`config.mk`:
```
export PLATFORM = sky130hd
export DESIGN_NAME = mkrs_cell
export DESIGN_NICKNAME = d
export VERILOG_FILES = /design/src/rtl/core/mkrs_pkg.sv /design/src/rtl/core/mkrs_cell.sv
export SDC_FILE = /design/constraint.sdc
export NUM_CORES = 1
export LEC_CHECK = 0
export BUFFER_PORTS_ARGS = -buffer_cell sky130_fd_sc_hd__buf_2
export CAP_MARGIN = 25
export CORE_MARGIN = 2
export CORE_UTILIZATION = 35
export CTS_CLUSTER_SIZE = 28
export DETAILED_ROUTE_END_ITERATION = 7
export HOLD_SLACK_MARGIN = 0.06
export PLACE_DENSITY_LB_ADDON = 0.05
export SYNTH_ARGS = -nofsm -noshare
export SYNTH_HDL_FRONTEND = slang
export SYNTH_SLANG_ARGS = --single-unit
```
`constraint.sdc`:
```
create_clock -name i_clk -period 5.8 [get_ports i_clk]
set_clock_uncertainty 0.05 [all_clocks]
set_input_delay 1.16 -clock i_clk [delete_from_list [all_inputs] [get_ports i_clk]]
set_output_delay 1.16 -clock i_clk [all_outputs]
set_load 0.05 [all_outputs]
```
`src/rtl/core/mkrs_pkg.sv`:
```
`default_nettype none
// ----------------------------------------------------------------------------
// mkrs_pkg: shared types and constants of the multi-key record sorter
// Field widths, the default store size and the records that travel along
// the row of sorting cells.
// ----------------------------------------------------------------------------
package mkrs_pkg;

    localparam int CAPACITY_DEF = 64;

    localparam int ID_W  = 32;
    localparam int AGE_W = 7;
    localparam int SAL_W = 32;
    // sort key: salary, age, male bit
    localparam int KEY_W = SAL_W + AGE_W + 1;

    typedef struct packed {
        logic             valid;
        logic [KEY_W-1:0] key;
        logic [ID_W-1:0]  id;
    } t_rec;

    typedef struct packed {
        logic insert;
        logic shift_out;
    } t_cell_cmd;

endpackage
`default_nettype wire

```
`src/rtl/core/mkrs_cell.sv`:
```
`default_nettype none
// ----------------------------------------------------------------------------
// mkrs_cell: one slot of the insertion sorting row
// Holds one record; on insert it keeps, takes the new record or takes its
// left neighbor; on shift out it takes its right neighbor.
// ----------------------------------------------------------------------------
module mkrs_cell (
    input  logic                i_clk,
    input  logic                i_rst_n,
    input  mkrs_pkg::t_cell_cmd i_cmd,
    input  mkrs_pkg::t_rec      i_new,
    input  mkrs_pkg::t_rec      i_left,
    input  logic                i_left_before,
    input  mkrs_pkg::t_rec      i_right,
    output mkrs_pkg::t_rec      o_rec,
    output logic                o_before
);

    logic                       r_valid;
    logic [mkrs_pkg::KEY_W-1:0] r_key;
    logic [mkrs_pkg::ID_W-1:0]  r_id;
    mkrs_pkg::t_rec             n_rec;

    assign o_rec.valid = r_valid;
    assign o_rec.key   = r_key;
    assign o_rec.id    = r_id;

    // empty slot counts as larger than any record
    assign o_before = !r_valid || ({i_new.key, i_new.id} < {r_key, r_id});

    always_comb begin
        n_rec = o_rec;
        if (i_cmd.insert && o_before) begin
            n_rec = i_left_before ? i_left : i_new;
        end else if (i_cmd.shift_out) begin
            n_rec = i_right;
        end
    end

    always_ff @(posedge i_clk) begin
        if (!i_rst_n) begin
            r_valid <= 1'b0;
        end else begin
            r_valid <= n_rec.valid;
        end
    end

    always_ff @(posedge i_clk) begin
        r_key <= n_rec.key;
        r_id  <= n_rec.id;
    end

endmodule
`default_nettype wire

```
# After elaboration in Yosys (flattened, before gate mapping)
# Index checks and enable logic that the tools add are counted.
dict set report totals {
  reg_bits 73
  inputBits 224
  out_inout_bits 74
  elab_cells 11
}
dict set report op_classes {
  n_lt_le_gt_ge 1
  muxes 3
  n_reduce_logical 4
}
# cell n
set op_table {}
lappend op_table {{73-bit 2-to-1 mux} 3}
lappend op_table {{72-bit < comparator} 1}
lappend op_table {{2-bit nonzero test} 1}
lappend op_table {{1-bit logical AND} 1}
lappend op_table {{1-bit logical NOT} 1}
lappend op_table {{1-bit logical OR} 1}

# Depth between registers and ports, before layout
# Gate-level depths: netlist of run 1.
dict set report logic_depth {
  ltp_word 4
  ltp_mapped 10
  mapped_depth_nobuf 9
}

# Worst setup path after synthesis of run 1
# No wires, ideal clock.
dict set report synth_path {
  path_type {input port to flip-flop}
  from {in i_new[7] (netlist name)}
  to {reg r_id[0] (netlist name) (enable)}
  setup_ns 0.442
  t_arrival_ns 4.596
  t_required_ns 5.308
  path_slack_ns 0.711
  stages 7
  n_path_buf 1
  cell_sequence {ha_1 a211o_1 o311a_1 o311ai_2 nand4_2 buf_4 nand2b_1}
}
dict set report synth_via {
  elab_chain_len 4
}
# item line_no
set synth_lines {}
lappend synth_lines {{start, declared} mkrs_cell.sv:11} ;# input mkrs_pkg::t_rec i_new,
lappend synth_lines {{72-bit < comparator} mkrs_cell.sv:29} ;# assign o_before = !r_valid || ({i_new.key, i_new.id} < {r_key, r_id});
lappend synth_lines {{1-bit logical OR} mkrs_cell.sv:29}
lappend synth_lines {{1-bit logical AND} mkrs_cell.sv:33} ;# if (i_cmd.insert && o_before) begin
lappend synth_lines {{2-bit nonzero test (no source line)} n/a}
lappend synth_lines {{end signal, assigned} mkrs_cell.sv:50} ;# r_id <= n_rec.id;
lappend synth_lines {{end, declared} mkrs_cell.sv:21} ;# logic [mkrs_pkg::ID_W-1:0] r_id;
# Every way passes these cells.
# A chain may end at the register's enable or synchronous reset.

# Final worst setup path of run 1
dict set report layout_path {
  from {in i_new[67] (netlist name)}
  to {out o_before}
}
dict set report layout_via {
  elab_chain_len 2
}
# item line_no
set layout_lines {}
lappend layout_lines {{72-bit < comparator} mkrs_cell.sv:29}
lappend layout_lines {{1-bit logical OR} mkrs_cell.sv:29}
lappend layout_lines {{end, declared} mkrs_cell.sv:16} ;# output logic o_before
# Every way passes these cells.

==> results of run 1 <==
-- placed cells by master (no fill, tap or decap), drive strengths merged, types with 2 or more instances in the layout --
master,synthesis,routed
nor4,3,3
mux2,144,144
and4,4,4
clkbuf,7,9
nor2,5,5
a221o,2,2
bufinv,0,2
nand2,14,14
nand4,13,13
clkinv,0,4
buf,9,301
a21oi,28,28
a221oi,2,2
o21ai,13,13
and3,2,2
a21o,7,7
nor2b,2,2
nand3,6,6
inv,78,78
ha,71,71
diode,0,2
edfxtp,72,72
-- per-stage QoR --
step                      cells  worst slack, ps  util, %  instance area [um^2]
after CTS                  1013             1080     48.7                  7790
after global routing       1016              937     48.9                  7820
after global placement      996             1230     46.6                  7460
after floorplan             497              711        -                  5760
after detailed placement    997             1090     46.7                  7480
final                      1016             1140     48.9                  7820
-- critical path: cells and delay by family --
kind,cells,cell delay [ps]
simple gates,5,1380
buf+inv,2,320
fa+ha+maj,1,310
compound gates,1,250
-- layer usage --
metal	GRT usage [%]	share of wire, %
met2	35.0	50
met4	7.83	2.8
met3	4.08	6.4
met5	0	0
met1	21.4	41
-- cells by family (layout without fill, tap and decap cells) --
kind of cell	count (synthesis)	after routing	share of synthesized area (%)
AOI/OAI and AO/OA	63	63	6.84
adders and majority gates	71	71	15.4
buffers and inverters	94	395	6.65
DFF	73	73	37.9
muxes	145	145	28.3
other	0	2	0
and+or+nand+nor	51	51	4.87
-- registers in the layout, indices dropped and copies added (netlist names) --
signal / cells
r_valid: 1
r_key: 40
r_id: 32
-- area by class of cell --
cell class / instances / share of cell area (%)
Clock inverter: 7 / 1.09
Inverter: 78 / 3.74
Tap cell: 216 / 3.45
Multi-Input combinational cell: 330 / 41.0
Clock buffer: 9 / 2.88
Timing Repair Buffer: 301 / 19.8
Antenna cell: 2 / 0.0640
Sequential cell: 73 / 27.9
-- power breakdown --
group	leakage (nW)	switching [W]	internal [W]
Sequential	0.739	0.0000310	0.000660
Clock	0.150	0.000227	0.000372
Combinational	2.99	0.000445	0.000254
-- worst max path at each step --
stage / to / slack, ps / cells after the start
6_report: o_before / 1140 / 9
5_1_grt: o_before / 940 / 9
4_1_cts: o_before / 1080 / 9
3_5_place_dp: o_before / 1090 / 9
3_3_place_gp: o_before / 1230 / 9
2_1_floorplan: r_id[0] / 710 / 7
==> impl_metrics.csv, run 1 <==
group,metric,value,unit
clock_tree,cts_hold_buf,0,
drt,final_antenna_net_count,0,
grt,grt_pass1_vias,5240,
logic_synthesis,ys_seq_elements,73,
sta,fmax,215,MHz
flow_run,drv_cap,0,
status,outcome,"finished, final reports clean",
pwr,ir_drop,0.000126,V
logic_synthesis,netlist_instances,497,
grt,track_usage,19.1,%
sta,holdWs,716,ps
worst_setup_path,critPathLaunchType,"input pin",
worst_setup_path,startpoint,"i_new[67]",
floorplan,row_count,46,
sta,slew_violations,0,
logic_synthesis,yosys_warnings,0,
logic_synthesis,yosysMostFrequentCell,"inv_1",
grt,grt.overflow.total,0,
logic_synthesis,synth_nets,792,
hold_path,hold_class,"flip-flop to flip-flop",
drt,drt_first_iter_violations,109,
placement,dpl.hpwl,13500,um
clock_tree,cts_tree,"built",
drt,post_drt_wl_per_cell,16.6,um
logic_synthesis,yosys-top-cells-area,"edfxtp_1, ha_1, mux2_2, mux2_1, inv_1",
floorplan,ioPinCount,298,
worst_setup_path,required,4590,ps
sta,final.setup.tns,0,ps
hold_path,hp-start,"r_valid",
drt,wl,16900,um
grt,grt_max_degree,74,
logic_synthesis,synthTopCellsByCount,"inv_1, mux2_2, edfxtp_1",
sta,rsz0062_at_grt,"no",
logic_synthesis,synth.distinct_cells,38,
clock_tree,clockBufferDepth,2,
finish,multi_input_area,0.00321,mm^2
grt,grt_first_pass_wirelength,26200,um
clock_tree,clk_latency,340,ps
drt,vias,4946,
pwr,power.total,0.00199,W
floorplan,die_w,132,um
sta,worst_pin_slew,689,ps
sta,post-route-min-period,4660,ps
sta,fin_crit_sh,80.3,%
logic_synthesis,synth_top_area_cell,"edfxtp_1",
worst_setup_path,crit_type,"input pin to primary output",
finish,nFillCells,1598,
floorplan,die_y,132,um
worst_setup_path,cp_max_fo,4,
logic_synthesis,synth_top_area_share,37.5,%
clock_tree,cts-buffers-inserted,9,
finish,drive_above_1_share,49.2,%
logic_synthesis,syn-cell-area,0.00576,mm^2
worst_setup_path,r2r-end,"r_id[0]",
clock_tree,postCtsSetupRepairBufs,0,
clock_tree,clkSinkCount,73,
logic_synthesis,yosysSeqAreaShare,37.9,%
finish,nNetsFinal,1088,
placement,port_buffers,297,
floorplan,core,0.0160,mm^2
floorplan,die-area,0.0175,mm^2
worst_setup_path,crit_path_end_kind,"primary output",
drt,viasPerCell,4.87,
drt,drc_errors,0,
worst_setup_path,worst_path_max_delay_cell,"nor4_1",
logic_synthesis,synth_edf_count,72,
hold_path,whs_path_depth,4,
sta,maxSlewHeadroom,54.1,%
grt,grt_antenna_before_repair,2,
pwr,power_density,254,mW/mm^2
drt,detail_route.first_pass.iterations,4,
worst_setup_path,worstPathCellList,"buf_2, ha_1, nand4_1, nor4_1, nand3_1, nor4_1, o311ai_2, and3_1, buf_2",
hold_path,min_to,"r_valid",
worst_setup_path,worst_r2r_path_depth,10,
worst_setup_path,worstReg2RegStart,"r_key[35]",
clock_tree,cts_resized,0,
logic_synthesis,avgSynthCellArea,11.6,um^2
floorplan,start_util,36.0,%
clock_tree,clkSlewWorstSetupHoldPaths,60,ps
worst_setup_path,r2r_slack,2190,ps
pwr,leakagePower,3.88,nW
clock_tree,htree_levels,3,
worst_setup_path,critical_path.max_stage_delay,450,ps
sta,timing.final.hold_violations,0,
worst_setup_path,arrival,3450,ps
clock_tree,cts_root_buf,"clkbuf_16",
placement,place_congestion,0.848,
finish,final-seq-area,0.00218,mm^2
logic_synthesis,synth_flop_cell,"edfxtp_1",
sta,setup_viol,0,
logic_synthesis,async_reset_ff_share,0,%
finish,area_growth,35.8,%
Power figures use the tool's default switching activity.
==> run 2: changes to the inputs <==
clock period = 4 ns   (was 5.8 ns; I/O delays follow)
==> impl_metrics.csv, run 2 (synthesis results as in run 1) <==
group,metric,value,unit
grt,grt_use_met3,5.31,%
clock_tree,clockBufferDepth,2,
clock_tree,clkSinkCount,73,
drt,vias,4912,
clock_tree,clk_latency,350,ps
finish,final_common_cell,"buf_2",
grt,grt_max_degree,74,
finish,nFillCells,1608,
grt,grt_first_pass_wirelength,26300,um
worst_setup_path,crit_type,"input pin to primary output",
finish,multi_input_area,0.00322,mm^2
sta,setup_viol,0,
drt,viasPerCell,4.83,
sta,worst_pin_slew,1010,ps
placement,place_congestion,0.818,
grt,track_usage,19.2,%
worst_setup_path,r2r-end,"r_key[9]",
pwr,ir_drop,0.000241,V
floorplan,die-area,0.0175,mm^2
sta,slew_violations,0,
grt,grt.overflow.total,0,
finish,largest_reg_flops,40,
floorplan,die_y,132,um
floorplan,row_count,46,
drt,post_drt_wl_per_cell,16.4,um
clock_tree,cts_hold_buf,0,
grt,met2_usage,34.9,%
drt,final_antenna_net_count,0,
hold_path,hold_class,"input pin to flip-flop",
finish,largest_register,"r_key",
sta,fin_crit_sh,96.0,%
finish,area_growth,36.2,%
sta,holdWs,666,ps
grt,grtUsageMet1,21.7,%
hold_path,hp-start,"i_rst_n",
clock_tree,cts-buffers-inserted,9,
worst_setup_path,critPathLaunchType,"input pin",
clock_tree,clkSlewWorstSetupHoldPaths,60,ps
sta,post-route-min-period,3840,ps
clock_tree,cts_tree,"built",
worst_setup_path,worst_r2r_path_depth,10,
floorplan,start_util,36.0,%
worst_setup_path,r2r_slack,840,ps
pwr,leakagePower,3.88,nW
pwr,power.total,0.00283,W
grt,grt_pass1_vias,5182,
status,outcome,"finished, final reports clean",
drt,wl,16700,um
finish,nNetsFinal,1090,
pwr,power_density,360,mW/mm^2
flow_run,drv_cap,0,
worst_setup_path,worstReg2RegStart,"r_key[35]",
sta,fmax,261,MHz
placement,dpl.hpwl,13700,um
floorplan,die_w,132,um
hold_path,min_to,"r_valid",
sta,final.setup.tns,0,ps
floorplan,core,0.0160,mm^2
drt,drt_first_iter_violations,147,
placement,port_buffers,297,
finish,mostFrequentLayoutCells,"buf_2, inv_1, mux2_2",
grt,grt_antenna_before_repair,2,
drt,drc_errors,0,
sta,maxSlewHeadroom,32.8,%
grt,grt_most_used_layer,"met2",
finish,final-seq-area,0.00218,mm^2
sta,timing.final.hold_violations,0,
worst_setup_path,arrival,2990,ps
clock_tree,htree_levels,3,
finish,top_regs,"r_key: 40 flops, r_id: 32 flops, r_valid: 1 flops",
drt,detail_route.first_pass.iterations,4,
hold_path,whs_path_depth,3,
finish,drive_above_1_share,49.6,%
worst_setup_path,crit_path_end_kind,"primary output",
clock_tree,cts_root_buf,"clkbuf_16",
worst_setup_path,required,3150,ps
worst_setup_path,cp_max_fo,4,
floorplan,ioPinCount,298,
## run 2: cell types whose count changed in the layout (fill, tap and decap cells not counted)
cell,delta
buf_12,+3
clkinvlp_4,+1
bufinv_16,-1
clkbuf_1,+1
clkinv_1,-1
buf_16,-1
nor4_2,+2
nor4_1,-2
## run 2: how the worst max path moves through the flow
stage,startpoint,endpoint,slack [ps],depth (start not counted)
final,i_new[67],o_before,160,9
after detailed placement,i_new[67],o_before,70,9
after floorplan,i_new[7],r_id[0],80,7
after global placement,i_new[67],o_before,210,9
after CTS,i_new[67],o_before,80,9
after global routing,i_new[67],o_before,-20,9
## run 2: metal layers
layer / share of wire [%] / vias up / wire length, um
li1: - / 2443 / -
met1: 40 / 2269 / 6760
met2: 51 / 179 / 8540
met3: 6.9 / 21 / 1160
met4: 1.5 / 0 / 257
met5: 0 / - / 0
## run 2: power breakdown
part           internal, W  total [W]  switching, W
Clock             0.000479   0.000803      0.000325
Combinational     0.000376    0.00102      0.000649
Sequential        0.000957    0.00100     0.0000432
## run 2: layout make-up
cell class | instances | area share (%)
antenna | 2 | 0.0638
multi-input combinational | 330 | 41.1
clock buffer | 10 | 2.92
sequential | 73 | 27.8
inverter | 78 | 3.73
timing repair buffer | 303 | 20.2
clock inverter | 6 | 0.750
tap | 216 | 3.44
## run 2: repair_timing
action                     CTS  global route
setup endpoints to repair    0             1
gates resized for setup      0             2
buffers inserted             0             0
## run 2: metrics by stage
| stage | util [%] | setup slack, ps | std cells | area, um^2 |
|---|---|---|---|---|
| final | 49.0 | 162 | 1018 | 7850 |
| after global routing | 49.0 | -24.9 | 1018 | 7850 |
| after CTS | 48.9 | 76.9 | 1016 | 7830 |
| after detailed placement | 47.1 | 72.4 | 1000 | 7540 |
| after global placement | 47.1 | 214 | 1000 | 7540 |
| after floorplan | - | 83.1 | 497 | 5760 |
## run 2: worst max-delay path, cell delays in order
cell	delay [ps]
buf_2	110
ha_1	310
nand4_1	160
nor4_2	370
nand3_1	200
nor4_2	350
o311ai_2	230
and3_1	230
buf_2	210
==> run 3: changes to the inputs <==
--- a/config.mk
+++ b/config.mk
@@ -10,3 +10,3 @@
 export CORE_MARGIN = 2
-export CORE_UTILIZATION = 35
+export CORE_UTILIZATION = 40
 export CTS_CLUSTER_SIZE = 28
--- a/constraint.sdc
+++ b/constraint.sdc
@@ -4,2 +4,2 @@
 set_output_delay 0.8 -clock i_clk [all_outputs]
-set_load 0.05 [all_outputs]
+set_load 0.005 [all_outputs]
==> impl_metrics.csv, run 3 (synthesis results as in run 1) <==
group,metric,value,unit
drt,wl,16200,um
status,outcome,"finished, final reports clean",
drt,drt_first_iter_violations,154,
worst_setup_path,r2r_slack,750,ps
clock_tree,cts_hold_buf,0,
clock_tree,clk_latency,340,ps
worst_setup_path,critPathLaunchType,"input pin",
sta,timing.final.hold_violations,0,
placement,dpl.hpwl,13400,um
floorplan,start_util,41.2,%
finish,final-seq-area,0.00218,mm^2
finish,area_growth,34.6,%
drt,detail_route.first_pass.iterations,4,
grt,grt_pass1_vias,4923,
floorplan,core,0.0140,mm^2
grt,grt_antenna_before_repair,0,
floorplan,die_y,124,um
floorplan,ioPinCount,298,
sta,worst_pin_slew,978,ps
placement,place_congestion,0.815,
drt,vias,4940,
finish,largest_reg_flops,40,
floorplan,die_w,124,um
clock_tree,cts-buffers-inserted,9,
placement,port_buffers,297,
worst_setup_path,crit_path_end_kind,"primary output",
grt,grt_first_pass_wirelength,23900,um
sta,fin_crit_sh,94.5,%
drt,final_antenna_net_count,0,
sta,final.setup.tns,0,ps
pwr,power_density,315,mW/mm^2
grt,grt.overflow.total,0,
clock_tree,htree_levels,3,
pwr,ir_drop,0.000179,V
worst_setup_path,crit_type,"input pin to primary output",
sta,maxSlewHeadroom,34.8,%
grt,track_usage,20.6,%
flow_run,drv_cap,0,
clock_tree,cts_resized,0,
sta,setup_viol,0,
sta,slew_violations,0,
hold_path,hold_class,"input pin to flip-flop",
floorplan,die-area,0.0154,mm^2
finish,utilization,55.4,%
finish,multi_input_area,0.00321,mm^2
drt,drc_errors,0,
clock_tree,clkSlewWorstSetupHoldPaths,60,ps
drt,post_drt_wl_per_cell,16.5,um
finish,nFillCells,1270,
finish,final_cells,982,
grt,grt_max_degree,74,
finish,top_regs,"r_key: 40 flops, r_id: 32 flops, r_valid: 1 flops",
worst_setup_path,cp_max_fo,4,
finish,final_common_cell,"buf_2",
sta,post-route-min-period,3780,ps
finish,drive_above_1_share,49.3,%
finish,nNetsFinal,1092,
pwr,power.total,0.00245,W
worst_setup_path,worstReg2RegStart,"r_key[35]",
hold_path,hp-start,"i_rst_n",
placement,dp.cells,966,
worst_setup_path,arrival,2930,ps
placement,place_area,0.00750,mm^2
clock_tree,cts_root_buf,"clkbuf_16",
pwr,leakagePower,3.88,nW
finish,diodes,0,
clock_tree,clkSinkCount,73,
floorplan,row_count,43,
finish,largest_register,"r_key",
sta,rsz0062_at_grt,"no",
sta,fmax,264,MHz
worst_setup_path,startpoint,"i_new[67]",
drt,viasPerCell,5.03,
clock_tree,postCtsSetupRepairBufs,0,
clock_tree,cts_tree,"built",
worst_setup_path,required,3150,ps
clock_tree,clockBufferDepth,2,
finish,mostFrequentLayoutCells,"buf_2, inv_1, mux2_2",
finish,design_area,0.00775,mm^2
[run 3: cell count changes in the layout (fill, tap and decap cells not counted), moves of 2 or more]
cell and change:
clkinvlp_4 -2, buf_4 +3, nor4_2 -2, nor4_1 +2
diode_2 -2
[run 3: layer usage]
metal / wire length, um / up-vias / global-route usage [%]
li1: - / 2437 / -
met1: 6270 / 2288 / 22.7
met2: 8230 / 184 / 37.9
met3: 1230 / 31 / 4.99
met4: 439 / 0 / 8.57
met5: 0 / - / 0
[run 3: critical path: stages]
cell and delay, ps:
buf_2 100, ha_1 310, nand4_1 130, nor4_1 380, nand3_1 210, nor4_1 410
o311ai_2 240, and3_1 220, buf_2 130
[run 3: path summary, 6_finish.rpt]
check                   to  depth (start not counted)
setup / recovery  o_before                          9
hold / removal     r_valid                          3
setup reg to reg  r_id[29]                         10
hold reg to reg    r_valid                          3
[run 3: where the power goes]
group / leakage, nW / internal (W) / total [W] / switching [W]
Combinational: 3.02 / 0.000373 / 0.000715 / 0.000343
Clock: 0.128 / 0.000413 / 0.000728 / 0.000315
Sequential: 0.739 / 0.000957 / 0.00100 / 0.0000448
Total: 3.88 / 0.00174 / 0.00245 / 0.000703
[run 3: area by class of cell]
class	count	area share [%]
multi-input cells	330	41.4
inverters	78	3.78
clock buffers	11	3.00
repair buffers	305	20.5
flip-flops and latches	73	28.1
clock inverters	5	0.291
well taps	180	2.91
[run 3: through the flow]
stage / hold WS, ps / setup WS, ps
2_1_floorplan: 605 / 83.1
3_3_place_gp: 682 / 304
3_5_place_dp: 702 / 170
4_1_cts: 664 / 201
5_1_grt: 691 / 38.3
6_report: 670 / 218
